==> src/design/pbt_pkg.sv <==
// Shared types, constants and helper functions of the piece block tracker.
`default_nettype none

package pbt_pkg;

   localparam int MAX_PIECES  = 1024;
   localparam int MAX_BLOCKS  = 64;
   localparam int BLOCK_BYTES = 16384;

   localparam int PIECE_W     = $clog2(MAX_PIECES);
   localparam int PCOUNT_W    = 11;
   localparam int BYTES_W     = 21;
   localparam int OFFSET_W    = 20;
   localparam int LENGTH_W    = 15;
   localparam int TOTAL_W     = 17;
   localparam int TALLY_W     = 7;
   localparam int BLOCK_SHIFT = $clog2(BLOCK_BYTES);
   localparam int BIDX_W      = (MAX_BLOCKS > 1) ? $clog2(MAX_BLOCKS) : 1;
   localparam int NBLK_W      = $clog2(MAX_BLOCKS + 1);
   localparam int PROD_W      = PCOUNT_W + NBLK_W;

   localparam logic [1:0] CSR_PIECE_COUNT      = 2'd0;
   localparam logic [1:0] CSR_PIECE_BYTES      = 2'd1;
   localparam logic [1:0] CSR_LAST_PIECE_BYTES = 2'd2;

   localparam logic [2:0] KIND_ADD      = 3'd0;
   localparam logic [2:0] KIND_COMPLETE = 3'd1;
   localparam logic [2:0] KIND_VERIFY   = 3'd2;
   localparam logic [2:0] KIND_MISSING  = 3'd3;
   localparam logic [2:0] KIND_PROGRESS = 3'd4;

   typedef enum logic [1:0] {
      ST_CLEAR,
      ST_IDLE,
      ST_EXEC
   } state_type;

   typedef struct packed {
      logic [MAX_BLOCKS-1:0] block_map;
      logic [TALLY_W-1:0]    block_tally;
      logic                  verified_mark;
   } entry_type;

   typedef struct packed {
      logic [2:0]          kind;
      logic [PIECE_W-1:0]  piece;
      logic [OFFSET_W-1:0] offset;
   } op_type;

   typedef struct packed {
      logic [PCOUNT_W-1:0] piece_count;
      logic [BYTES_W-1:0]  piece_bytes;
      logic [BYTES_W-1:0]  last_piece_bytes;
   } cfg_type;

   typedef struct packed {
      logic      we;
      entry_type entry;
      logic      bump;
   } writeback_type;

   typedef struct packed {
      logic                ok;
      logic [OFFSET_W-1:0] block_offset;
      logic [LENGTH_W-1:0] block_length;
      logic [TOTAL_W-1:0]  received_total;
      logic [TOTAL_W-1:0]  download_blocks;
   } result_type;

   // Blocks in a piece of the given size, rounded up and saturated.
   function automatic logic [NBLK_W-1:0] blocks_of_bytes(input logic [BYTES_W-1:0] bytes);
      logic [BYTES_W:0]           sum;
      logic [BYTES_W-BLOCK_SHIFT:0] n;
      sum = {1'b0, bytes} + (BYTES_W+1)'(BLOCK_BYTES - 1);
      n   = sum[BYTES_W:BLOCK_SHIFT];
      if (n > (BYTES_W-BLOCK_SHIFT+1)'(MAX_BLOCKS)) begin
         return NBLK_W'(MAX_BLOCKS);
      end
      return NBLK_W'(n);
   endfunction

   function automatic logic [PCOUNT_W-1:0] pieces_in_use(input logic [PCOUNT_W-1:0] count);
      if (count > PCOUNT_W'(MAX_PIECES)) begin
         return PCOUNT_W'(MAX_PIECES);
      end
      return count;
   endfunction

endpackage

`default_nettype wire

==> src/design/pbt_exec.sv <==
// Operation logic: turns one read piece entry into a result and a write-back.
`default_nettype none

module pbt_exec (
   input  wire  pbt_pkg::op_type           op,
   input  wire  pbt_pkg::entry_type        entry,
   input  wire  pbt_pkg::cfg_type          cfg,
   input  wire  [pbt_pkg::TOTAL_W-1:0]     grand_tally,
   output pbt_pkg::writeback_type          wb,
   output pbt_pkg::result_type             result
);
   import pbt_pkg::*;

   logic [PCOUNT_W-1:0]   piu;
   logic                  valid;
   logic                  is_last;
   logic [BYTES_W-1:0]    size;
   logic [NBLK_W-1:0]     nblk;
   logic                  full;

   logic [BIDX_W-1:0]     add_idx;
   logic                  add_in_range;
   logic                  add_marked;

   logic [MAX_BLOCKS-1:0] avail;
   logic [MAX_BLOCKS-1:0] lowest;
   logic [BIDX_W-1:0]     miss_idx;
   logic                  found;
   logic [BYTES_W-1:0]    miss_start;
   logic [BYTES_W-1:0]    rest;
   logic [LENGTH_W-1:0]   miss_len;

   logic [PROD_W-1:0]     product;
   logic [TOTAL_W-1:0]    total_sat;

   always_comb begin
      piu     = pieces_in_use(cfg.piece_count);
      valid   = {1'b0, op.piece} < piu;
      is_last = ({1'b0, op.piece} + PCOUNT_W'(1)) == piu;
      if (!valid) begin
         size = '0;
      end else if (is_last) begin
         size = cfg.last_piece_bytes;
      end else begin
         size = cfg.piece_bytes;
      end
      nblk = blocks_of_bytes(size);
      full = NBLK_W'(entry.block_tally) >= nblk;
   end

   // Block index of an arriving block.
   always_comb begin
      add_idx      = BIDX_W'(op.offset >> BLOCK_SHIFT);
      add_in_range = ((op.offset >> BLOCK_SHIFT) < OFFSET_W'(nblk));
      add_marked   = entry.block_map[add_idx];
   end

   // First absent block: isolate the lowest candidate bit, then encode it.
   always_comb begin
      for (int i = 0; i < MAX_BLOCKS; i++) begin
         avail[i] = (NBLK_W'(i) < nblk) && !entry.block_map[i];
      end
      lowest   = avail & (~avail + MAX_BLOCKS'(1));
      found    = |avail;
      miss_idx = '0;
      for (int i = 0; i < MAX_BLOCKS; i++) begin
         if (lowest[i]) begin
            miss_idx = miss_idx | BIDX_W'(i);
         end
      end
      miss_start = BYTES_W'(miss_idx) << BLOCK_SHIFT;
      rest       = size - miss_start;
      if (rest < BYTES_W'(BLOCK_BYTES)) begin
         miss_len = LENGTH_W'(rest);
      end else begin
         miss_len = LENGTH_W'(BLOCK_BYTES);
      end
   end

   always_comb begin
      product = PROD_W'(piu) * PROD_W'(blocks_of_bytes(cfg.piece_bytes));
      if (product > PROD_W'({TOTAL_W{1'b1}})) begin
         total_sat = '1;
      end else begin
         total_sat = TOTAL_W'(product);
      end
   end

   always_comb begin
      wb     = '0;
      result = '0;
      wb.entry = entry;
      case (op.kind)
         KIND_ADD: begin
            if (valid) begin
               if (entry.verified_mark) begin
                  result.ok = 1'b1;
               end else if (add_in_range) begin
                  result.ok = 1'b1;
                  if (!add_marked) begin
                     wb.we                      = 1'b1;
                     wb.bump                    = 1'b1;
                     wb.entry.block_map[add_idx] = 1'b1;
                     wb.entry.block_tally       = entry.block_tally + TALLY_W'(1);
                  end
               end
            end
         end
         KIND_COMPLETE: begin
            result.ok = valid && full;
         end
         KIND_VERIFY: begin
            if (valid) begin
               if (entry.verified_mark) begin
                  result.ok = 1'b1;
               end else if (full) begin
                  result.ok              = 1'b1;
                  wb.we                  = 1'b1;
                  wb.entry.verified_mark = 1'b1;
               end
            end
         end
         KIND_MISSING: begin
            if (valid && found) begin
               result.ok           = 1'b1;
               result.block_offset = OFFSET_W'(miss_start);
               result.block_length = miss_len;
            end
         end
         KIND_PROGRESS: begin
            result.ok              = 1'b1;
            result.received_total  = grand_tally;
            result.download_blocks = total_sat;
         end
         default: begin
            result = '0;
         end
      endcase
   end

endmodule

`default_nettype wire
==> config.mk <==
export PLATFORM = sky130hd
export DESIGN_NAME = pbt_exec
export DESIGN_NICKNAME = d
export VERILOG_FILES = /design/src/design/pbt_pkg.sv /design/src/design/pbt_exec.sv
export SDC_FILE = /design/constraint.sdc
export NUM_CORES = 1
export LEC_CHECK = 0
export BUFFER_PORTS_ARGS = -buffer_cell sky130_fd_sc_hd__clkbuf_2
export CAP_MARGIN = 20
export CORE_UTILIZATION = 45
export DETAILED_ROUTE_END_ITERATION = 8
export PLACE_DENSITY_LB_ADDON = 0.05
export SKIP_LAST_GASP = 1
export SYNTH_ARGS = -nofsm -noshare
export SYNTH_HDL_FRONTEND = slang
export SYNTH_SLANG_ARGS = --single-unit
==> constraint.sdc <==
create_clock -name vclk -period 52.5
set_input_delay 15.75 -clock vclk [all_inputs]
set_output_delay 15.75 -clock vclk [all_outputs]
set_load 0.1 [all_outputs]
# Word level (Yosys, flattened, before mapping)
# Index checks and enable logic that the tools add are counted.
[totals]
rom_bits = 0
ram_bits = 0
n_memories = 0
inputBits = 175
latch_bits = 0
out_inout_bits = 144
reg_bits = 0
[op_classes]
div_mod_pow = 0
muxes = 143
n_addsub = 6
n_reduce_logical = 133
bitwise_logic = 3
n_eq_ne = 5
magnitude_cmp = 74
n_mul = 1
shift = 0
[op_table]
columns = ["op", "count"]
rows = [
  ["72-bit 2-to-1 mux", 14],
  ["6-bit by 7-bit less-than comparator with 1-bit output, first input constant", 32],
  ["6-bit 2-to-1 mux", 32],
  ["5-bit by 7-bit less-than comparator with 1-bit output, first input constant", 16],
  ["5-bit 2-to-1 mux", 16],
  ["36-bit 2-to-1 mux", 2],
  ["71-bit 2-to-1 mux", 1],
  ["1-bit logical AND", 67],
  ["64-bit by 1-bit adder with 64-bit output, second input constant", 1],
  ["64-bit AND", 1],
  ["1-bit zero test", 64],
  ["64-bit NOT", 1],
  ["64-bit OR", 1],
  ["64-bit OR reduction", 1],
  ["21-bit 2-to-1 mux", 3],
  ["4-bit by 7-bit less-than comparator with 1-bit output, first input constant", 8],
  ["1-bit 2-to-1 mux", 47],
  ["21-bit by 14-bit adder with 22-bit output, second input constant", 2],
  ["35-bit 2-to-1 mux", 1],
  ["34-bit 2-to-1 mux", 1],
  ["4-bit 2-to-1 mux", 8],
  ["3-bit by 7-bit less-than comparator with 1-bit output, first input constant", 4],
  ["7-bit 2-to-1 mux", 4],
  ["11-bit 2-to-1 mux", 2],
  ["28 further kinds", 36],
]

# Depth between registers and ports, before layout
[logic_depth]
ltp_word = 85
mapped_depth = 35
depth_no_buf = 29

# Worst setup path before layout
# Ideal clock, no wire load.
[synth_timing]
path_kind = "input to output"
startpoint = "in cfg[52] (netlist name)"
endpoint = "out result[47] (netlist name)"
setup_slack_ns = 12.540
required_time_ns = 36.750
path_stages = 29
arrival_ns = 24.210
n_path_buf = 5
path_cell_list = "buf_6 -> clkbuf_1 -> nand2b_1 -> inv_1 -> ha_1 -> nor2_1 -> nand4_1 -> nor4_4 -> buf_4 -> mux2_2 -> a2bb2oi_1 -> a311oi_1 -> or4_1 -> buf_2 -> or3_4 -> buf_6 -> a211oi_1 -> nor3_1 -> and4_1 -> ha_1 -> nor2b_1 -> o21ai_0 -> nand2b_1 -> a21o_1 -> a21oi_1 -> xor2_1 -> nor4_1 -> or2b_1 -> nor3_1"
[synth_lines]
columns = ["item", "line", "text"]
rows = [
  ["start, declared", "pbt_exec.sv:7", "input wire pbt_pkg::cfg_type cfg,"],
  ["end, declared", "pbt_exec.sv:10", "output pbt_pkg::result_type result"],
]

==> metrics.md <==
| Metric | Value |
|---|---|
| Status | `completed` |
| Via density | `roughly 6.5` |
| Vias | `12.1k` |
| Fillers | `2066` |
| Critical path type | `in2out` |
| Worst relative slew slack | `24.6%` |
| Dpl hpwl | `roughly 36000 um` |
| Synthesized area | `9490 um2` |
| WL/cell | `between 20 and 25 um` |
| Largest net degree at the start of global routing | `47` |
| Hold_buf cts | `0` |
| CP max stage cell | `nor4_1` |
| Tot Pwr | `0.145 mW` |
| Critical Path Max Stage Delay | `930 ps` |
| Setup crit start kind | `input port` |
| Critical hold path startpoint | `grand_tally[14]` |
| DR iter-0 viols | `1453` |
| Critical Path AT | `approximately 26000 ps` |
| Die Y | `147 um` |
| Synthesis-to-finish area growth | `15.6%` |
| Final setup fails | `0` |
| Critical Path RT | `36750 ps` |
| Worst IR Drop VDD | `around 0.011 mV` |
| Fin crit share | `roughly four fifths` |
| CP bufs+invs | `5` |
| Post_cts resized | `0` |
| Setup repair bufs after CTS | `0` |
| NumNets Final | `1877` |
| Unrepaired setup endpoints after global routing | `false` |
| CP endpoint kind | `output pin` |
| First-pass GRT wire length | `between 60000 and 70000 um` |
| Most frequent cells in the layout | `clkbuf_2 (291), nand2_1 (149), a21oi_1 (95), nor2_1 (88), inv_1 (85)` |
| Ant. Diodes | `0` |
| WHS Path Cells | `3` |
| Max Cap Viol | `0` |
| Critical path's top delay family | `simple AND/OR/NAND/NOR gates` |
| Ports | `319` |
| Synth warn | `0` |
| Number of library cell types mapped by synthesis | `just under 100` |
| Vias in the first global route | `11.1k` |
| PnR worst setup slack | `10920 ps` |
| Detailed Route WL | `43600 um` |
| Gr usage total | `39.0%` |
| Final RePlAce weighted congestion | `1.05` |
| Worst Hold Path EP | `result[31]` |
| ANT nets after route | `0` |
| Placeable Area | `20400 um2` |
| Worst path most repeated cell | `a21oi_1` |
| Post-synthesis sequential area ratio | `0%` |
| Overflow after GRT | `0` |
| Commonest non-fill, non-tap cell in the layout | `clkbuf_2` |
| FF+latch count | `0` |
| Share of post-route cells with drive strength above 1 | `22.8%` |
| DRC viols | `0` |
| Slew Viols, Final | `0` |
| Leak | `about 5.0 nW` |
| PwrDens | `~13 nW/um2` |
| F_max | `0.0240 GHz` |
| Initial antenna violation count | `2` |
| Avg Cell Area, Syn | `between 6 and 7 um2` |
| Mapped Cells | `1363` |
| HP Class | `in2out` |
| Die area | `21700 um2` |
| FF/Latch Area | `0 um2` |
| Worst slew pin tran | `1120 ps` |
| Die Wd | `about 150 um` |
| Minimum clock period | `41580 ps` |
| Clock buffers | `0` |
| Hold Vio Cnt, Final | `0` |
| Dpl ws | `11210 ps` |
| Crit-path max FO | `46` |
| Drt first pass iters | `6` |
| Starting density of the core | `between 40% and 50%` |
| Num rows | `52` |
| Buffers on Ports | `291` |
| Setup TNS | `0 ps` |
==> routing by layer <==
metal / global-route usage, % / share of wire [%]
met1: 53.9 / 42
met2: 59.2 / 42
met3: 9.63 / 12
met4: 12.4 / 4.0
met5: 0 / 0.030
==> tightest hold or removal path, cell delays in order <==
cell	delay [ps]
clkbuf_2	70
and2_1	120
clkbuf_2	360
==> cell families after synthesis <==
group                      count (synthesis)  share of synthesized area [%]
AOI/OAI and AO/OA                        437                           33.0
other                                      1                         0.0395
muxes                                     45                           5.51
and+or+nand+nor                          545                           30.6
adders and majority gates                111                           18.2
buffers and inverters                    179                           8.40
xor gates and xnor gates                  45                           4.23
==> worst max-delay path by stage <==
stage | from | to | cells after the start
CTS | cfg[52] | result[37] | 30
floorplan | cfg[52] | result[47] | 29
global placement | cfg[52] | result[37] | 30
finish | cfg[52] | result[37] | 29
detailed placement | cfg[52] | result[37] | 30
global route | cfg[52] | result[37] | 30
==> final cells by class <==
cell class	instances	area (um2)	share of cell area [%]
multi-input cells	1197	8740	79.7
repair buffers	303	1550	14.1
well taps	270	338	3.08
inverters	89	335	3.06
==> through the flow <==
step	hold WS, ps	area [um2]	std cells	utilization, %
6_report	32050	11000	1859	53.7
5_1_grt	32060	11000	1859	53.7
4_1_cts	32050	10900	1858	53.6
3_5_place_dp	32050	10900	1858	53.6
3_3_place_gp	32050	10900	1857	53.6
2_1_floorplan	31950	9540	1376	-
==> synth_stat cells (21+ instances only) <==
cell type	count	area share, %
nor3_1	42	2.2
fa_1	45	9.5
nor2b_1	24	1.6
clkbuf_1	42	1.7
a21oi_1	95	5.0
ha_1	66	8.7
o21ai_0	40	2.1
xnor2_1	34	3.1
o21a_1	29	2.3
mux2i_1	23	2.4
and2_1	40	2.6
nand3_1	33	1.7
nand2_1	149	5.9
nor2_1	89	3.5
a31oi_1	23	1.5
nand4_1	21	1.4
o21bai_1	74	5.9
inv_1	85	3.4
nand2b_1	27	1.8
==> power breakdown <==
| part | switching [mW] | total [mW] | internal [mW] |
|---|---|---|---|
| Combinational | 0.104 | 0.145 | 0.0403 |
| Clock | 0 | 0 | 0 |
| Sequential | 0 | 0 | 0 |
No activity file was read; power rests on OpenSTA's default activity.
